File: src/design/ufr_pkg.sv
// Package for the ultrasonic frame receiver: status codes, frame constants,
// station numbers and the evaluation record passed from the frame collector.
// Depends on nothing.
package ufr_pkg;

   // frame layout
   localparam int unsigned POS_W = 4;
   localparam logic [POS_W-1:0] FIRST_POS = 4'd0;
   localparam logic [POS_W-1:0] STATION_POS = 4'd1;
   localparam logic [POS_W-1:0] DIST_HIGH_POS = 4'd4;
   localparam logic [POS_W-1:0] DIST_LOW_POS = 4'd5;
   localparam logic [POS_W-1:0] LAST_POS = 4'd9;

   localparam logic [7:0] START_BYTE_RESET = 8'd127;

   // station numbers and their storage slots
   localparam int unsigned STATION_COUNT = 4;
   localparam logic [7:0] STATION_ONE = 8'd1;
   localparam logic [7:0] STATION_TWO = 8'd2;
   localparam logic [7:0] STATION_THREE = 8'd3;
   localparam logic [1:0] SLOT_ONE = 2'd0;
   localparam logic [1:0] SLOT_TWO = 2'd1;
   localparam logic [1:0] SLOT_THREE = 2'd2;
   localparam logic [1:0] SLOT_FOUR = 2'd3;

   typedef enum logic [1:0] {
      STATUS_GOOD      = 2'd0,
      STATUS_BAD_START = 2'd1,
      STATUS_BAD_SUM   = 2'd2
   } status_type;

   // verdict on the byte at hand; meaningful when last is set
   typedef struct packed {
      logic        last;
      status_type  status;
      logic [7:0]  station;
      logic [15:0] distance;
   } frame_eval_type;

endpackage

File: src/design/ufr_frame_collector.sv
// Frame collector: tracks byte position, start check, running checksum and
// held fields of the current ten-byte frame, and judges the closing byte.
// Depends on ufr_pkg.
module ufr_frame_collector
   import ufr_pkg::*;
(
   input  logic           clock,
   input  logic           reset,
   input  logic           byte_accept,
   input  logic [7:0]     rx_byte,
   input  logic [7:0]     start_byte,
   output frame_eval_type frame
);

   logic [POS_W-1:0] pos_ff, pos_in;
   logic             start_ok_ff, start_ok_in;
   logic [7:0]       sum_ff, sum_in;
   logic [7:0]       station_ff, station_in;
   logic [7:0]       dist_high_ff, dist_high_in;
   logic [7:0]       dist_low_ff, dist_low_in;
   logic             is_last;

   assign is_last = (pos_ff == LAST_POS);

   // judge the closing byte against the held start flag and checksum
   always_comb begin
      frame.last = is_last;
      frame.station = '0;
      frame.distance = '0;
      if (!start_ok_ff) begin
         frame.status = STATUS_BAD_START;
      end else if (rx_byte != sum_ff) begin
         frame.status = STATUS_BAD_SUM;
      end else begin
         frame.status = STATUS_GOOD;
         frame.station = station_ff;
         frame.distance = {dist_high_ff, dist_low_ff};
      end
   end

   // advance position, accumulate the checksum and capture fields
   always_comb begin
      pos_in = pos_ff;
      start_ok_in = start_ok_ff;
      sum_in = sum_ff;
      station_in = station_ff;
      dist_high_in = dist_high_ff;
      dist_low_in = dist_low_ff;
      if (byte_accept) begin
         if (is_last) begin
            pos_in = FIRST_POS;
         end else begin
            pos_in = pos_ff + 1'b1;
            if (pos_ff == FIRST_POS) begin
               start_ok_in = (rx_byte == start_byte);
               sum_in = '0;
            end else begin
               sum_in = sum_ff + rx_byte;
               if (pos_ff == STATION_POS) begin
                  station_in = rx_byte;
               end
               if (pos_ff == DIST_HIGH_POS) begin
                  dist_high_in = rx_byte;
               end
               if (pos_ff == DIST_LOW_POS) begin
                  dist_low_in = rx_byte;
               end
            end
         end
      end
   end

   always_ff @(posedge clock) begin
      if (reset) begin
         pos_ff <= FIRST_POS;
         start_ok_ff <= 1'b0;
         sum_ff <= '0;
         station_ff <= '0;
         dist_high_ff <= '0;
         dist_low_ff <= '0;
      end else begin
         pos_ff <= pos_in;
         start_ok_ff <= start_ok_in;
         sum_ff <= sum_in;
         station_ff <= station_in;
         dist_high_ff <= dist_high_in;
         dist_low_ff <= dist_low_in;
      end
   end

`ifndef SYNTHESIS
   a_pos_in_frame: assert property (@(posedge clock) disable iff (reset)
      pos_ff <= LAST_POS)
      else $error("frame position beyond the closing byte");

   a_wrap_after_last: assert property (@(posedge clock) disable iff (reset)
      byte_accept && is_last |=> pos_ff == FIRST_POS)
      else $error("position did not wrap after the closing byte");

   a_hold_without_byte: assert property (@(posedge clock) disable iff (reset)
      !byte_accept |=> $stable(pos_ff) && $stable(sum_ff) && $stable(start_ok_ff))
      else $error("frame state moved without an accepted byte");
`endif

endmodule

File: src/design/ultrasonic_frame_receiver.sv
// Top level of the ultrasonic frame receiver: handshakes, start byte
// register, per-station distance store and the result register.
// Depends on ufr_pkg and ufr_frame_collector.
module ultrasonic_frame_receiver
   import ufr_pkg::*;
(
   input  logic        clock,
   input  logic        reset,
   // received bytes
   input  logic        req_valid,
   output logic        req_stall,
   input  logic [7:0]  req_rx_byte,
   // one result per frame
   output logic        rsp_valid,
   input  logic        rsp_stall,
   output logic [1:0]  rsp_status,
   output logic [7:0]  rsp_station_id,
   output logic [15:0] rsp_distance,
   output logic [15:0] rsp_dist_station_one,
   output logic [15:0] rsp_dist_station_two,
   output logic [15:0] rsp_dist_station_three,
   output logic [15:0] rsp_dist_station_four,
   // start byte register
   input  logic        csr_write_enable,
   input  logic [7:0]  csr_write_data
);

   // The receiver takes one byte per clock and groups every ten bytes into a
   // frame, with no resynchronization. The tenth byte is judged in the same
   // cycle it is accepted, and its result shows on the rsp_ port in the next
   // cycle from the result register. Bytes one through nine never stall; the
   // tenth stalls only while the previous result still sits unaccepted in
   // the result register; bytes flow at one per cycle while results are taken.
   // Writing the start byte takes effect for the next first byte of a frame.

   frame_eval_type frame;
   logic           byte_accept;
   logic           result_load;

   logic [7:0]  start_byte_ff, start_byte_in;
   logic [15:0] dist_ff [STATION_COUNT];
   logic [15:0] dist_in [STATION_COUNT];

   logic        rsp_valid_ff, rsp_valid_in;
   status_type  rsp_status_ff;
   logic [7:0]  rsp_station_ff;
   logic [15:0] rsp_distance_ff;
   logic [15:0] rsp_dist_ff [STATION_COUNT];

   // stall only the closing byte, and only when the result register is held
   assign req_stall = frame.last && rsp_valid_ff && rsp_stall;
   assign byte_accept = req_valid && !req_stall;
   assign result_load = byte_accept && frame.last;

   ufr_frame_collector u_collector (
      .clock       (clock),
      .reset       (reset),
      .byte_accept (byte_accept),
      .rx_byte     (req_rx_byte),
      .start_byte  (start_byte_ff),
      .frame       (frame)
   );

   assign start_byte_in = csr_write_enable ? csr_write_data : start_byte_ff;

   // route a good frame's distance to its station slot
   always_comb begin
      dist_in = dist_ff;
      if (result_load && frame.status == STATUS_GOOD) begin
         case (frame.station)
            STATION_ONE:   dist_in[SLOT_ONE] = frame.distance;
            STATION_TWO:   dist_in[SLOT_TWO] = frame.distance;
            STATION_THREE: dist_in[SLOT_THREE] = frame.distance;
            default:       dist_in[SLOT_FOUR] = frame.distance;
         endcase
      end
   end

   // result register: load on a closing byte, drop once taken
   always_comb begin
      if (result_load) begin
         rsp_valid_in = 1'b1;
      end else if (rsp_stall) begin
         rsp_valid_in = rsp_valid_ff;
      end else begin
         rsp_valid_in = 1'b0;
      end
   end

   always_ff @(posedge clock) begin
      if (reset) begin
         start_byte_ff <= START_BYTE_RESET;
         dist_ff <= '{default: '0};
         rsp_valid_ff <= 1'b0;
      end else begin
         start_byte_ff <= start_byte_in;
         dist_ff <= dist_in;
         rsp_valid_ff <= rsp_valid_in;
      end
   end

   // result payload, written only on load
   always_ff @(posedge clock) begin
      if (result_load) begin
         rsp_status_ff <= frame.status;
         rsp_station_ff <= frame.station;
         rsp_distance_ff <= frame.distance;
         rsp_dist_ff <= dist_in;
      end
   end

   assign rsp_valid = rsp_valid_ff;
   assign rsp_status = rsp_status_ff;
   assign rsp_station_id = rsp_station_ff;
   assign rsp_distance = rsp_distance_ff;
   assign rsp_dist_station_one = rsp_dist_ff[SLOT_ONE];
   assign rsp_dist_station_two = rsp_dist_ff[SLOT_TWO];
   assign rsp_dist_station_three = rsp_dist_ff[SLOT_THREE];
   assign rsp_dist_station_four = rsp_dist_ff[SLOT_FOUR];

`ifndef SYNTHESIS
   a_bad_frame_blank: assert property (@(posedge clock) disable iff (reset)
      rsp_valid_ff && rsp_status_ff != STATUS_GOOD
      |-> rsp_station_ff == '0 && rsp_distance_ff == '0)
      else $error("bad frame carries station or distance");

   a_good_frame_stored: assert property (@(posedge clock) disable iff (reset)
      rsp_valid_ff && rsp_status_ff == STATUS_GOOD && rsp_station_ff == STATION_ONE
      |-> rsp_dist_ff[SLOT_ONE] == rsp_distance_ff)
      else $error("station one slot does not match reported distance");

   a_store_only_on_good: assert property (@(posedge clock) disable iff (reset)
      !(result_load && frame.status == STATUS_GOOD)
      |=> $stable(dist_ff[SLOT_ONE]) && $stable(dist_ff[SLOT_TWO])
          && $stable(dist_ff[SLOT_THREE]) && $stable(dist_ff[SLOT_FOUR]))
      else $error("stored distance changed without a good frame");

   a_result_not_lost: assert property (@(posedge clock) disable iff (reset)
      rsp_valid_ff && rsp_stall |=> rsp_valid_ff)
      else $error("held transaction dropped");
`endif

endmodule
File: config.mk
export PLATFORM = sky130hd
export DESIGN_NAME = ultrasonic_frame_receiver
export DESIGN_NICKNAME = d
export VERILOG_FILES = /design/src/design/ufr_pkg.sv /design/src/design/ufr_frame_collector.sv /design/src/design/ultrasonic_frame_receiver.sv
export SDC_FILE = /design/constraint.sdc
export NUM_CORES = 1
export LEC_CHECK = 0
export BUFFER_PORTS_ARGS = -buffer_cell sky130_fd_sc_hd__buf_2
export CELL_PAD_IN_SITES_DETAIL_PLACEMENT = 1
export CELL_PAD_IN_SITES_GLOBAL_PLACEMENT = 1
export CORE_AREA = 10 10 150 152
export DETAILED_ROUTE_END_ITERATION = 10
export DIE_AREA = 0 0 160 162
export PLACE_DENSITY = 0.7
export SLEW_MARGIN = 20
export SYNTH_ARGS = -nofsm -noshare
export SYNTH_HDL_FRONTEND = slang
export SYNTH_SLANG_ARGS = --single-unit
File: constraint.sdc
create_clock -name clock -period 11.3 [get_ports clock]
set_clock_uncertainty 0.1 [all_clocks]
set_input_delay 0.565 -clock clock [delete_from_list [all_inputs] [get_ports clock]]
set_output_delay 0.565 -clock clock [all_outputs]
set_load 0.01 [all_outputs]
# Yosys cells after proc, flatten, opt, wreduce, memory -nomap -nowiden
# Index checks and enable logic that the tools add are counted.
# Widths: inputs -> output; s select.
[word_totals] reg_bits=200 in_bits=21 output_inout_bits=92
[classes] addsub=2 eq_ne=10 n_mux=13 bitwise=2 reduce_logical=14
[ops] op="$mux 16" n=4
[ops] op="$mux 64" n=1
[ops] op="$mux 24" n=2
[ops] op="$eq 8x2->1 const B" n=2
[ops] op="$reduce_and 4->1" n=3
[ops] op="$add 8x8->8" n=1
[ops] op="$eq 4x3->1 const B" n=2
[ops] op="$eq 8x1->1 const B" n=1
[ops] op="$eq 8x8->1" n=1
[ops] op="$mux 8" n=1
[ops] op="$ne 8x8->1" n=1
[ops] op="$logic_and 1x1->1" n=5
[ops] op="$add 4x1->4 const B" n=1
[ops] op="$eq 4x1->1 const B" n=1
[ops] op="$eq 4x4->1 const B" n=1
[ops] op="$logic_not 4->1" n=1
[ops] op="$mux 2" n=2
[ops] op="$mux 4" n=1
[ops] op="$reduce_and 3->1" n=1
[ops] op="$reduce_or 3->1" n=1
[ops] op="$logic_not 2->1" n=1
[ops] op="$mux 1" n=2
[ops] op="$ne 2x1->1 const B" n=1
[ops] op="$not 1->1" n=2
[ops] op="2 further kinds" n=2

# Longest topological paths before layout
# Gate-level depths: netlist of the first run.
[logic_depth] word_depth=8 ltp_mapped=8

# By module
# A second synthesis of the first run with hierarchy kept.
[unflattened] hier_cells=656 area_unflattened_um2=8483.1
[modules_own_cells] mod="ultrasonic_frame_receiver" n_inst=1 cells_per_inst=431 area_each_um2=6500.0
[modules_own_cells] mod="ufr_frame_collector" n_inst=1 cells_per_inst=225 area_each_um2=1983.2

# Worst setup path before layout of the first run
# OpenSTA, ideal clock, no wires.
[synth_timing] path_kind="input-to-reg" start="input port rsp_stall" end="register rsp_dist_ff (netlist bit rsp_dist_station_four[10]), data pin" setup_ps=262 t_arrival_ps=3939 slack_ps=6999 cell_stages=6 path_buffers=1 cell_sequence="nand2_1 > nand4_1 > inv_1 > o211ai_1 > buf_2 > mux2_2"
[synth_rtl] element="from (decl)" line_no="ultrasonic_frame_receiver.sv:15" text="input logic rsp_stall,"
[synth_rtl] element="to (signal assigned)" line_no="ultrasonic_frame_receiver.sv:108" text="rsp_dist_ff <= dist_in;"
[synth_rtl] element="to (decl)" line_no="ultrasonic_frame_receiver.sv:48" text="logic [15:0] rsp_dist_ff [STATION_COUNT];"

==> metrics.yaml, run 1 <==
status: "complete, no violations"
hold_class: "in2reg"
yosysTopAreaCellShare: 0.351
grt_max_degree: 92
netlist_instances: 575
fin_crit_sh: 0.280
cp_data_required_time_ps: 11480
nets: 711
row_count: 51
postRouteAntennaNets: 0
setup_viol: 0
die_area_mm2: 0.0259
grt-ovfl-total: 0
fillers: 2021
grt_pass1_vias: 4928
fin_crit_ps: 3160
worstPathMaxFanout: 16
power.density_mw_per_mm2: 153
die_h_um: 162
cts_buffer_depth: 2
final_common_cell: "buf_2"
syn_area_mm2: 0.00769
r2r_cells: 6
clk_pin_slew_ps: 70
first_pass_iters: 4
synth-edff-count: 90
finalSetupTns_ps: 0
layout_common_cells: "buf_2 (111), dfxtp_1 (110), edfxtp_1 (90)"
slowest_stage: "or4_1"
critPathCaptureType: "register"
synth_cell_types: 49
critical_path_class: "in2reg"
p_leak_uw: 0.00388
hpwl_um: 12500
drtIter0Drc: 237
start_util: 0.396
layout-drive-gt1-share: 0.318
min_path_cells: 2
syn-num-nets: 604
hold_start: "csr_write_data[4]"
cts.hold.buffers_added: 0
ys_seq_elements: 200
worst_ep_arrival_time_ps: 3350
postCtsSetupBuffers: 0
routed_wl_um: 18100
max_cap_violations: 0
seq_area_frac_synth: 0.638
grt_pass1_wl_um: 28400
finalHoldViolCount: 0
dr_total_vias: 4695
yosys_warnings: 0
synth_area_leader_cell: "edfxtp_1"
port_buffers: 112
avgSynthCellArea_um2: 13.4
max_slew_margin: 0.324
fp.dieW_um: 160
worstSetupStartpointType: "input pin"
antenna_found_initial: 1
cts_resized: 0
worstSkewPairLatency_ps: 430
wire_per_inst_um: 18.9
layout.area.seq_mm2: 0.00490
clkSinkCount: 200
io_pins: 113
rsz0062_at_grt: "false"
tightest_slew_ps: 1010
slowest_delay_ps: 1020
holdPathEnd: "start_byte_ff[4]"
max_freq_mhz: 316
multi_input_area_mm2: 0.00263
gp_congestion: 0.845
cts-root-buf: "clkbuf_16"
synth.area.top_cells: "edfxtp_1 (35%), dfxtp_1 (29%), mux2_2 (6.3%)"
cts_tree: "yes"
area_growth_pct: 17.9
htree_levels: 4
vias_per_cell: 4.89
async_reset_ff_frac: 0
slew_violations: 0
vdd_ir_drop_max_uv: 94.2
ys.flop_type: "dfxtp_1"
fin_hold_ws_ps: 249
design.core.area_mm2: 0.0194
crit_chain: "buf_2 -> ha_1 -> nor4_4 -> nand4_2 -> or4_1 -> mux2_4 -> nor2b_1"
timing.rr.start: "u_collector.sum_ff[4]"
track_usage: 0.139
route.detailed.drc: 0
cts_buffers: 17
reg2reg_slack_ps: 8140
r2r-end: "dist_ff[43]"
[worst max-delay path: cells and delay by family]
kind	cells	cell delay [ps]
mux	1	470
simple gates	4	1730
fa+ha+maj	1	410
buf+inv	1	170
[area by class of cell]
cell class,instances,area share
flip-flops and latches,200,0.541
multi-input cells,339,0.290
repair buffers,118,0.0679
clock buffers,17,0.0469
well taps,265,0.0366
clock inverters,15,0.0153
inverters,6,0.00262
diodes,1,0.000276
[metrics by stage]
stage | power, uW | util | std cells | instance area (um2) | setup WS (ps)
after global placement | 823 | 0.438 | 927 | 8490 | 7780
after floorplan | 808 | - | 575 | 7690 | 7000
after CTS | 1400 | 0.467 | 959 | 9050 | 8150
final | 1390 | 0.467 | 961 | 9070 | 8140
after global routing | 1440 | 0.467 | 960 | 9070 | 8020
after detailed placement | 825 | 0.438 | 927 | 8490 | 7690
[power by group]
group	internal [uW]	switching (uW)	leakage (uW)
sequential	754	5.53	0.00185
clock	292	286	0.000270
combinational	18.3	30.7	0.00175
total	1060	322	0.00388
[metal layers]
layer  GRT usage  wire [um]  vias up
met4      0.0405        238        0
met5           0          0        -
met1       0.173       8350     2347
met3      0.0435        835       15
li1            -          -     2234
met2       0.227       8710       99
[how the worst max path moves through the flow]
stage	startpoint	cells after the start	endpoint	slack (ps)
final	req_rx_byte[5]	7	dist_ff[43]	8140
after global routing	u_collector.sum_ff[4]	6	dist_ff[43]	8020
after CTS	req_rx_byte[5]	7	dist_ff[43]	8150
after detailed placement	req_rx_byte[5]	7	dist_ff[43]	7690
after global placement	req_rx_byte[5]	7	dist_ff[43]	7780
after floorplan	rsp_stall	6	rsp_dist_station_four[10]	7000
[registers in the layout (all words and copies together), names as in the netlist]
name / flops
dist_ff: 64
rsp_dist_station_four: 16
rsp_dist_station_one: 16
rsp_dist_station_three: 16
rsp_dist_station_two: 16
rsp_distance: 16
rsp_station_id: 8
start_byte_ff: 8
u_collector.dist_high_ff: 8
u_collector.dist_low_ff: 8
u_collector.station_ff: 8
u_collector.sum_ff: 8
u_collector.pos_ff: 4
rsp_status: 2
rsp_valid: 1
u_collector.start_ok_ff: 1
[synthesized netlist by cell type (3+ instances only)]
master	instances
edfxtp_1	90
o21a_1	3
a211oi_1	3
a211o_1	7
buf_1	3
and2_1	24
nor2b_1	76
a21oi_1	10
mux2_2	43
nor2_1	45
buf_2	6
inv_1	6
mux2i_1	23
nand4_1	4
nand2_1	8
o21ai_0	6
or4_1	4
dfxtp_1	110
clkbuf_1	18
nor3_1	10
ha_1	7
nand3b_1	3
nand3_1	5
mux2_4	20
xnor2_1	9
[kinds of logic (layout without fill, tap and decap cells)]
family | after synthesis | count (layout) | synth area share
xor+xnor | 11 | 11 | 0.0125
fa+ha+maj | 8 | 8 | 0.0140
compound gates | 38 | 38 | 0.0338
mux | 87 | 87 | 0.133
simple gates | 195 | 195 | 0.148
flops | 200 | 200 | 0.638
buf+inv | 36 | 156 | 0.0207
other cells | 0 | 1 | 0
Power figures use the tool's default switching activity.
==> inputs of run 2 (changes only) <==
==> constraint.sdc (replaced) <==
create_clock -name clock -period 3.17 [get_ports clock]
set_clock_uncertainty 0.1 [all_clocks]
set_input_delay 0.1585 -clock clock [delete_from_list [all_inputs] [get_ports clock]]
set_output_delay 0.1585 -clock clock [all_outputs]
set_load 0.01 [all_outputs]
==> run 2 against run 1 <==
Sequential cell count did not move. Worst setup slack got worse by 7900 ps. Sequential share of layout area fell by 1.3 points. Critical endpoint is now dist_ff[24]. Power increased to 3.6 times the previous value. Critical path depth grew 2. Critical path type unchanged. Non-clock buffer count is 16 higher. Highest routed layer unchanged. Clock power grew to 3.7 times the previous value. Cell count increased by 1.6%. Count of clock-buffer cells in the layout grew 1. Routed wire length increased by 1.9%. Final area up 2.5%.
==> metrics.yaml, run 2 (synthesis gave the netlist of run 1 again) <==
max_slew_margin: 0.442
gp_congestion: 0.817
die_h_um: 162
finalPower_uw: 5050
clk_pin_slew_ps: 70
largest_reg_flops: 64
hold_class: "in2reg"
die_area_mm2: 0.0259
cts_buffers: 17
power.density_mw_per_mm2: 543
worstSetupStartpointType: "input pin"
critical_path_class: "in2reg"
status: "complete, no violations"
worstPathMaxFanout: 16
antenna_found_initial: 0
port_buffers: 112
postCtsSetupBuffers: 0
setup_slack_ps: 196
nets: 727
fillers: 2055
vias_per_cell: 4.84
regMostFlops: "dist_ff"
cts_tree: "yes"
power.switching_uw: 1140
layout-drive-gt1-share: 0.318
p_clk_frac: 0.426
cts.hold.buffers_added: 12
dr_total_vias: 4721
wire_per_inst_um: 18.9
route.detailed.drc: 0
worst_ep_arrival_time_ps: 3150
critPathCaptureType: "register"
fin_crit_sh: 0.938
p_comb_frac: 0.037
power_switching_share: 0.227
cts_buffer_depth: 2
first_pass_iters: 4
postRouteAntennaNets: 0
htree_levels: 4
io_pins: 113
post_dp_cell_area_mm2: 0.00858
p_int_uw: 3900
final_common_cell: "buf_2"
max_freq_mhz: 336
slew_violations: 0
rsz0062_at_grt: "false"
grt_max_degree: 92
design_area_mm2: 0.00930
fin_crit_ps: 2970
p_seq_frac: 0.537
start_util: 0.396
diodes: 0
post-place-cells: 932
cp_data_required_time_ps: 3350
p_leak_uw: 0.00400
worstSkewPairLatency_ps: 430
cts_resized: 0
setup_viol: 0
hpwl_um: 12900
drtIter0Drc: 208
routed_wl_um: 18500
grt-ovfl-total: 0
clkSinkCount: 200
design.core.area_mm2: 0.0194
layout_common_cells: "buf_2 (111), dfxtp_1 (110), edfxtp_1 (90)"
max_cap_violations: 0
track_usage: 0.142
grt_pass1_wl_um: 29000
grt_pass1_vias: 5159
row_count: 51
vdd_ir_drop_max_uv: 367
pre_cts_ws_ps: 314
fp.dieW_um: 160
finalHoldViolCount: 0
cts-root-buf: "clkbuf_16"
instances_no_fill: 976
area_growth_pct: 20.9
tightest_slew_ps: 837
run 2: cell types whose count changed in the layout (fill, tap and decap cells not counted), sizes merged:
cell         previous run  this run
clkinv                  6         5
clkbuf                 17        18
dlygate4sd3             0        12
diode                   1         0
bufinv                  0         1
inv                    12        11
buf                   118       122
run 2: per-stage QoR:
step	TNS [ps]	util	hold slack (ps)
floorplan	-11170	-	181
global placement	0	0.442	276
detailed placement	0	0.442	281
CTS	0	0.479	1.61
global route	0	0.479	13.3
finish	0	0.479	21.5
run 2: final cells by class:
class,count,area (um2),share of cell area
clock inverter,14,158,0.0170
timing repair buffer,134,771,0.0829
clock buffer,18,439,0.0472
tap,265,332,0.0357
sequential,200,4900,0.528
multi-input combinational,339,2670,0.287
inverter,6,26.3,0.00283
run 2: worst paths after layout:
kind,startpoint,end,slack (ps),depth (start not counted)
setup / recovery,req_rx_byte[4],dist_ff[24],200,9
hold / removal,req_rx_byte[5],u_collector.station_ff[5],20,3
setup reg to reg,u_collector.sum_ff[4],dist_ff[24],340,7
hold reg to reg,u_collector.sum_ff[3],u_collector.sum_ff[3],410,2
run 2: power by group through the flow:
| stage | logic, uW | registers [uW] | clock network (uW) |
|---|---|---|---|
| final | 187 | 2710 | 2150 |
| after global routing | 207 | 2710 | 2320 |
| after CTS | 187 | 2710 | 2200 |
| after detailed placement | 176 | 2770 | 0 |
| after global placement | 169 | 2760 | 0 |
| after floorplan | 125 | 2760 | 0 |
run 2: critical path, stage by stage:
cell,delay (ps)
dlygate4sd3_1,530
buf_2,170
ha_1,370
nor3_1,410
nand4_2,240
or4_1,560
buf_4,250
mux2_4,330
nor2b_1,140
run 2: layer usage:
layer | global-route usage | vias to the layer above | wire (um)
li1 | - | 2261 | -
met1 | 0.174 | 2365 | 8620
met2 | 0.238 | 86 | 8930
met3 | 0.0382 | 9 | 795
met4 | 0.0451 | 0 | 129
met5 | 0 | - | 0
==> inputs of run 3 (changes only) <==
--- a/config.mk
+++ b/config.mk
@@ -8,9 +8,9 @@
 export BUFFER_PORTS_ARGS = -buffer_cell sky130_fd_sc_hd__buf_2
 export CELL_PAD_IN_SITES_DETAIL_PLACEMENT = 1
 export CELL_PAD_IN_SITES_GLOBAL_PLACEMENT = 1
-export CORE_AREA = 10 10 150 152
+export CORE_AREA = 10 10 129 178
 export DETAILED_ROUTE_END_ITERATION = 10
-export DIE_AREA = 0 0 160 162
+export DIE_AREA = 0 0 139 188
 export PLACE_DENSITY = 0.7
 export SLEW_MARGIN = 20
 export SYNTH_ARGS = -nofsm -noshare
==> run 3 against run 2 <==
Cell count shrank 0.92%. Core utilization shrank 0.79 points. Final area shrank 0.16%. Non-clock buffer count grew 4. Critical path type unchanged. Largest power group unchanged. Highest routed layer unchanged.
==> metrics.yaml, run 3 (synthesis gave the netlist of run 1 again) <==
power.density_mw_per_mm2: 533
finalHoldViolCount: 0
start_util: 0.391
fp.dieW_um: 139
instances_no_fill: 967
p_leak_uw: 0.00399
hpwl_um: 13000
rsz0062_at_grt: "false"
fin_crit_sh: 0.914
clk_pin_slew_ps: 70
slew_violations: 0
worst_ep_arrival_time_ps: 3090
setup_viol: 0
layout-drive-gt1-share: 0.317
grt_pass1_vias: 5210
antenna_found_initial: 0
regMostFlops: "dist_ff"
grt-busiest-layer: "met2"
cts_tree: "yes"
max_slew_margin: 0.547
die_area_mm2: 0.0261
wire_per_inst_um: 19.1
vias_per_cell: 4.91
gr-usage-met2: 0.257
grt_pass1_wl_um: 29300
routed_wl_um: 18500
grt_max_degree: 92
gp_congestion: 0.841
tightest_slew_ps: 679
cts_buffer_depth: 2
grt-ovfl-total: 0
clkSinkCount: 200
dr_total_vias: 4747
status: "complete, no violations"
critPathCaptureType: "register"
cts-root-buf: "clkbuf_16"
largest_reg_flops: 64
track_usage: 0.142
max_freq_mhz: 345
postRouteAntennaNets: 0
crit_chain: "dlygate4sd3_1 -> buf_2 -> ha_1 -> nor4_4 -> nand4_2 -> or4_1 -> buf_4 -> mux2_4 -> nor2b_1"
hold_class: "in2reg"
vdd_ir_drop_max_uv: 332
io_pins: 113
drtIter0Drc: 233
htree_levels: 4
worstSetupStartpointType: "input pin"
port_buffers: 112
grtUsageMet3: 0.0387
post-place-cells: 920
row_count: 61
cp_data_required_time_ps: 3360
die_h_um: 188
finalPower_uw: 4950
final_common_cell: "buf_2"
grt_use_met1: 0.158
nets: 731
cts_buffers: 17
slowest_stage: "or4_1"
design.core.area_mm2: 0.0197
first_pass_iters: 4
slowest_delay_ps: 580
layout_common_cells: "buf_2 (111), dfxtp_1 (110), edfxtp_1 (90)"
route.detailed.drc: 0
critical_path_class: "in2reg"
utilization: 0.471
area_growth_pct: 20.7
postCtsSetupBuffers: 0
worstPathMaxFanout: 10
fillers: 2061
reg2reg_slack_ps: 430
fin_crit_ps: 2900
diodes: 0
max_cap_violations: 0
worstSkewPairLatency_ps: 440
[run 3: critical path, delay by kind of cell]
family / cells / cell delay, ps
fa+ha+maj: 1 / 390
simple gates: 4 / 1280
mux: 1 / 320
buf+inv: 3 / 940
[run 3: final cells by class]
class                           count  area, um2  area share
Sequential cell                   200       4900       0.529
Multi-Input combinational cell    339       2670       0.287
Timing Repair Buffer              138        808      0.0871
Inverter                            6       26.3     0.00283
Clock inverter                     15        135      0.0146
Tap cell                          252        315      0.0340
Clock buffer                       17        425      0.0458
[run 3: what timing repair did]
action	in CTS	in global routing
resized for setup	0	0
setup endpoints to repair	0	0
hold endpoints to repair	19	0
hold buffers	15	0
[run 3: worst paths after layout]
| kind | end | startpoint | depth (start not counted) |
|---|---|---|---|
| worst min register to register | u_collector.sum_ff[0] | u_collector.sum_ff[0] | 2 |
| worst max-delay path | dist_ff[30] | req_rx_byte[5] | 9 |
| worst min-delay path | u_collector.station_ff[0] | req_rx_byte[0] | 3 |
| worst max register to register | dist_ff[30] | u_collector.sum_ff[4] | 7 |
[run 3: power breakdown]
group	total (uW)	internal, uW	switching, uW
combinational	188	77.4	110
clock	2060	1040	1020
sequential	2710	2690	19.1
[run 3: through the flow]
| step | hold slack [ps] | area [um2] | setup TNS [ps] | worst slack (ps) |
|---|---|---|---|---|
| final | 35.7 | 9280 | 0 | 272 |
| after global routing | 39.5 | 9280 | 0 | 187 |
| after CTS | 21.0 | 9280 | 0 | 280 |
| after detailed placement | 270 | 8570 | 0 | 383 |
| after global placement | 268 | 8570 | 0 | 461 |
| after floorplan | 181 | 7740 | -11170 | -439 |
[run 3: metal layers]
layer / vias up / share of wire
met5: - / 0
met4: 0 / 0.013
met3: 20 / 0.036
met2: 92 / 0.53
met1: 2360 / 0.42
li1: 2275 / -
